`src/rtl/envc_pkg.sv`:
```
// ---------------------------------------------------------------------------
// envc_pkg
// shared types, register indexes and constants of the sensor compensation
// ---------------------------------------------------------------------------
package envc_pkg;

    localparam int RAW_T_W  = 20;
    localparam int RAW_H_W  = 16;
    localparam int TEMP_W   = 16;
    localparam int HUM_W    = 17;
    localparam int CFG_IDX_W  = 3;
    localparam int CFG_DATA_W = 40;
    localparam int AXIS_IN_W  = 40;
    localparam int AXIS_OUT_W = 40;

    // reciprocal of 100 for unsigned 32-bit dividends, exact over the whole range
    localparam logic [31:0] DIV100_MAGIC = 32'h51EB_851F;
    localparam int          DIV100_SHIFT = 37;
    localparam int          DIV100_Q_W   = 64 - DIV100_SHIFT;

    localparam logic signed [31:0] TEMP_ROUND = 32'sd128;
    localparam logic signed [31:0] HUM_OFFSET = 32'sd16384;
    localparam logic signed [31:0] HUM_SCALE  = 32'sd1000;
    localparam logic signed [31:0] TEMP_MAX   = 32'sd32767;
    localparam logic signed [31:0] TEMP_MIN   = -32'sd32768;
    localparam logic signed [31:0] HUM_MAX    = 32'sd100000;

    typedef enum logic [CFG_IDX_W-1:0] {
        CFG_TEMP_CAL_ONE   = 3'd0,
        CFG_TEMP_CAL_TWO   = 3'd1,
        CFG_TEMP_CAL_THREE = 3'd2,
        CFG_HUM_CAL_ONE    = 3'd3,
        CFG_HUM_CAL_TWO    = 3'd4,
        CFG_HUM_CAL_REST   = 3'd5
    } t_cfg_idx;

    typedef struct packed {
        logic [15:0] t1;
        logic [15:0] t2;
        logic [7:0]  t3;
        logic [11:0] h1;
        logic [11:0] h2;
        logic [39:0] hrest;   // h3 h4 h5 h6 h7 from the lowest byte up
    } t_cal;

endpackage

```
`src/rtl/envc_temp.sv`:
```
// ---------------------------------------------------------------------------
// envc_temp
// five-stage temperature compensation, raw humidity carried alongside
// ---------------------------------------------------------------------------
module envc_temp (
    input  logic                 i_clk,
    input  logic                 i_rst_n,
    input  logic                 i_en,
    input  logic                 i_valid,
    input  logic [19:0]          i_raw_t,
    input  logic [15:0]          i_raw_h,
    input  envc_pkg::t_cal       i_cal,
    output logic                 o_valid,
    output logic signed [31:0]   o_tc,
    output logic [15:0]          o_raw_h
);
    import envc_pkg::*;

    logic [4:0]         r_v;
    logic [15:0]        r_rh [5];
    logic signed [31:0] r_a, r_p1, r_p2, r_b, r_p3, r_fine, r_tc;
    logic signed [31:0] n_a, half, t2x, t3x16;

    assign n_a   = $signed({15'd0, i_raw_t[19:3]}) - $signed({15'd0, i_cal.t1, 1'b0});
    assign half  = r_a >>> 1;
    assign t2x   = $signed({{16{i_cal.t2[15]}}, i_cal.t2});
    assign t3x16 = $signed({{20{i_cal.t3[7]}}, i_cal.t3, 4'd0});

    always_ff @(posedge i_clk) begin
        if (!i_rst_n) begin
            r_v <= '0;
        end else if (i_en) begin
            r_v <= {r_v[3:0], i_valid};
        end
    end

    always_ff @(posedge i_clk) begin
        if (i_en) begin
            r_rh[0] <= i_raw_h;
            r_rh[1] <= r_rh[0];
            r_rh[2] <= r_rh[1];
            r_rh[3] <= r_rh[2];
            r_rh[4] <= r_rh[3];
            r_a     <= n_a;
            r_p1    <= r_a * t2x;
            r_p2    <= half * half;
            r_b     <= r_p1 >>> 11;
            r_p3    <= (r_p2 >>> 12) * t3x16;
            r_fine  <= r_b + (r_p3 >>> 14);
            r_tc    <= (r_fine + (r_fine <<< 2) + TEMP_ROUND) >>> 8;
        end
    end

    assign o_valid = r_v[4];
    assign o_tc    = r_tc;
    assign o_raw_h = r_rh[4];

endmodule

```
`config.mk`:
```
export PLATFORM = sky130hd
export DESIGN_NAME = envc_temp
export DESIGN_NICKNAME = d
export VERILOG_FILES = /design/src/rtl/envc_pkg.sv /design/src/rtl/envc_temp.sv
export SDC_FILE = /design/constraint.sdc
export NUM_CORES = 2
export LEC_CHECK = 0
export BUFFER_PORTS_ARGS = -buffer_cell sky130_fd_sc_hd__buf_2
export CAP_MARGIN = 15
export CORE_ASPECT_RATIO = 1.25
export CORE_MARGIN = 1
export CORE_UTILIZATION = 60
export CTS_CLUSTER_DIAMETER = 150
export DETAILED_ROUTE_END_ITERATION = 8
export PLACE_DENSITY = 0.9
export SYNTH_ARGS = -nofsm -noshare
export SYNTH_HDL_FRONTEND = slang
export SYNTH_SLANG_ARGS = --single-unit
```
`constraint.sdc`:
```
create_clock -name i_clk -period 9.02 [get_ports i_clk]
set_input_delay 0.451 -clock i_clk [delete_from_list [all_inputs] [get_ports i_clk]]
set_output_delay 0.451 -clock i_clk [all_outputs]
set_load 0.03 [all_outputs]
```
* Word level (Yosys, flattened, before mapping)
Memories as Yosys holds them, arrays and structs flattened. Cells that the tools add are included.
Cells by class: $mul 3, multiplexer cells 2, add/subtract/negate cells 4
Operators by type and width (number):
- $add A32 B32 Y32 | 1
- $add A32 B9 Y32 const B | 1
- $mul A17 B17 Y32 | 1
- $mul A18 B16 Y32 | 1
- $mul A20 B8 Y28 | 1
- $add A21 B18 Y22 | 1
- $sub A17 B17 Y18 | 1
- $mux W1 | 2
Word-level totals: memories kept 1, register bits 192, memory bits (writable) 80
Memory list:
- r_rh | depth 5, width 16, read ports 5, clocked after Yosys merged registers in 0, wr ports 5, line envc_temp.sv:20 | logic [15:0] r_rh [5];

* Logic depth before layout (Yosys ltp)
word-level depth 2, mapped depth 25, depth with buffers taken out 24

* Worst setup path after synthesis
No wires, ideal clock.
path kind input-to-reg, start point input port i_cal[79] in the netlist's numbering, end point register r_p1[31], data pin, library setup time 260 ps, arrival 6031 ps, setup slack 2729 ps, path buffers 2, stages 22, required time 8760 ps, path through clkbuf_1 clkbuf_1 nand2_1 fa_1 inv_1 fa_1 fa_1 fa_1 fa_1 inv_1 fa_1 inv_1 ha_1 a21o_1 a21o_1 a21oi_1 nor2_1 a211oi_1 a21oi_1 or3_1 a31oi_1 xnor2_1
Between the ends: longest elaborated chain between the ends 1
RTL lines:
- start: declaration | line envc_temp.sv:12 | input envc_pkg::t_cal i_cal,
- $mul A18 B16 Y32 | line envc_temp.sv:45 | r_p1 <= r_a * t2x;
- end signal: assignment | line envc_temp.sv:45
- end: declaration | line envc_temp.sv:21 | logic signed [31:0] r_a, r_p1, r_p2, r_b, r_p3, r_fine, r_tc;
No other way between the ends. A chain may end at the register's enable or synchronous reset.

* Worst setup path after layout
start point register r_a[7], end point register r_p2[23], data pin
Between the ends: longest elaborated chain between the ends 1
RTL lines:
- start: declaration | line envc_temp.sv:21
- start signal: assignment | line envc_temp.sv:44 | r_a <= n_a;
- $mul A17 B17 Y32 | line envc_temp.sv:46 | r_p2 <= half * half;
- end signal: assignment | line envc_temp.sv:46
- end: declaration | line envc_temp.sv:21
No other way between the ends.

==> run metrics <==
number of flops mapped to enable cells by yosys=224; Top FF cell, synth=edfxtp_1; crit-path cells=buf_4 > nand2_1 > fa_1 > inv_1 > fa_1 > inv_1 > fa_1 > inv_1 > fa_1 > fa_1 > inv_1 > fa_1 > inv_1 > ha_1 > nand4_1 > a211oi_1 > o2111ai_1 > a21oi_1 > nor2_1 > o21ai_0 > xor2_1; CP max stage cell=edfxtp_1; initial antenna violation count=2; max-slew violations=0; setup violators final=0; Die Area=0.0578 mm²; Synth Warn #=0; final worst path period need=7290 ps; hold buffers post-CTS=0; Most common cell on crit path=fa_1; DR pass1 iterations=6; layout cells sized above 1=6.44%; worst rel slew slack=26.7%; startpoint types=flop; CTS tree=built; post-route setup TNS=0 ps; post-DR wirelength/cell=17.4 µm; clock-pin slew on the worst setup and hold paths=70 ps; Final Hold Vio Count=0; post-route clock skew=19.3 ps; Initial Util=60.8%; f_max=0.137 GHz; WL final=71400 µm; # IOs=193; DR iter-0 viols=1435; Synth cell types=72; Critical Path Sink Type=flop; H-tree Lvls=1; Die X=215 µm; number of global-route vias before repair=24913; Tot GR Track Use=26.0%; highest-count cells in the layout ignoring fill and taps=inv_1, fa_1, nand2_1, ha_1, and2_1; ANT nets after route=0; ys async rst share=0%; RSZ-0062 raised after global routing=false; Placement Rows=97; vias post-DR=22519; max cap viols=0; CP required=9370 ps; Arrival @ worst endpoint=7640 ps; CTS sink count=229; #FFs+latches synth=229; Post-CTS Setup Repair Bufs=0; Vias per Instance=5.50; GPL Wtd Cong=0.886; Avg Inst Size Synth=10.4 µm²; area delta synth->final=5.79%; commonest non-fill, non-tap cell in the layout=inv_1; Final Util=64.3%; DRC Markers=0; cell count after synthesis=3285; dpl hpwl=57700 µm; grt ovf=0; syn nets=4377; Antenna diodes=0; Net count, final=4428; fin crit share=80.8%; status=complete, no violations; Die H=269 µm; CP Class=flop to flop; Root Buffer=clkbuf_16; first-pass GRT wire length=119000 µm; worst hold-check path type=primary input to flop; clock buffers created by TritonCTS=24; Core ar.=0.0561 mm²; Worst path max stage delay=1080 ps; Crit Path Max Fanout=21; Netlist Area Pre-Place=0.0341 mm²; post-synthesis sequential area ratio=20.0%; CTS max path bufs=3; count of cells resized by post-cts repair=0; Clock Latency Late Sink=560 ps; largest net degree at the start of global routing=91; IO Port Bufs=125; worst-margin pin slew=1100 ps
synth_stat cells, types with 2 or more instances:
| master | instances | area, µm² |
|---|---|---|
| inv_1 | 828 | 3110 |
| fa_1 | 657 | 13200 |
| ha_1 | 291 | 3640 |
| nand2_1 | 291 | 1090 |
| and2_1 | 281 | 1760 |
| edfxtp_1 | 224 | 6730 |
| xnor2_1 | 105 | 920 |
| nor2_1 | 103 | 387 |
| clkbuf_1 | 94 | 353 |
| a21oi_1 | 54 | 270 |
| o21ai_0 | 36 | 180 |
| xor2_1 | 36 | 315 |
| nor2b_1 | 34 | 213 |
| nand2b_1 | 31 | 194 |
| buf_4 | 24 | 180 |
| nor3_1 | 23 | 115 |
| nand3_1 | 18 | 90.1 |
| a21o_1 | 17 | 128 |
| o21a_1 | 14 | 105 |
| or3_1 | 9 | 56.3 |
| a21boi_0 | 8 | 60.1 |
| a31oi_1 | 8 | 50.1 |
| nand4_1 | 8 | 50.1 |
| a211oi_1 | 6 | 45.0 |
| and3_1 | 6 | 37.5 |
| dfxtp_1 | 5 | 100 |
| mux2i_1 | 5 | 50.1 |
| o21bai_1 | 5 | 37.5 |
| a31o_2 | 4 | 35.0 |
| o2111ai_1 | 4 | 35.0 |
| a2111oi_4 | 3 | 82.6 |
| a211o_1 | 3 | 26.3 |
| o221a_2 | 3 | 33.8 |
| or2_2 | 3 | 18.8 |
| a211oi_2 | 2 | 25.0 |
| nand3b_1 | 2 | 15.0 |
| nor3b_1 | 2 | 15.0 |
| nor4_1 | 2 | 12.5 |
| o221ai_1 | 2 | 17.5 |
| or3_4 | 2 | 22.5 |
kinds of logic after synthesis:
logic type                 share of synthesized area, %
and+or+nand+nor                                    12.1
xor gates and xnor gates                           3.62
AOI/OAI and AO/OA                                  4.18
muxes                                             0.180
buffers and inverters                              10.7
DFF                                                20.0
adders and majority gates                          49.2
through the flow:
| step | instance area [µm²] | instances | setup WS, ps | hold slack (ps) |
|---|---|---|---|---|
| floorplan | 34100 | 3285 | 2730 | 400 |
| global placement | 35300 | 4052 | 2130 | 401 |
| detailed placement | 35300 | 4052 | 1860 | 405 |
| CTS | 36100 | 4096 | 1840 | 43.8 |
| global route | 36100 | 4096 | 1490 | 53.1 |
| finish | 36100 | 4096 | 1730 | 67.1 |
layer usage:
layer	wire length [µm]	global-route usage (%)	up-vias
met2	37400	47.3	932
met5	13	0	-
met1	25500	30.0	11328
li1	-	-	9969
met3	4680	3.53	288
met4	3800	13.6	2
registers in the layout, summed over array words and instances (netlist names):
name and cells:
r_p3 18, r_fine 22, r_b 21, r_a 18
o_tc 24, r_p2 20, r_v 5, r_rh 80
r_p1 21
final timing paths:
check	startpoint	to	slack [ps]	cells after the start
worst min-delay path	i_raw_h[11]	r_rh[0][11]$_DFFE_PP_	70	1
worst min register to register	r_rh[0][15]$_DFFE_PP_	r_rh[0][31]$_DFFE_PP_	420	0
worst max register to register	r_a[7]$_DFFE_PP_	r_p2[23]$_DFFE_PP_	1730	21
worst max-delay path	r_a[7]$_DFFE_PP_	r_p2[23]$_DFFE_PP_	1730	21
critical path, delay by kind of cell (launching register included):
family	cells	cell delay, ps
fa+ha+maj	7	3440
compound gates	4	1240
flops	1	1080
buf+inv	6	660
simple gates	3	360
xor+xnor	1	290
layout make-up:
cell class	instances	area (µm²)
multi-input cells	2109	23600
flip-flops and latches	229	6830
repair buffers	144	778
inverters	828	3110
clock buffers	29	672
fillers	4118	20000
well taps	742	928
clock inverters	15	131
Power is left out: the tool's default activity adds up to more than one toggle a clock period on the data nets, which glitch-free logic cannot reach.
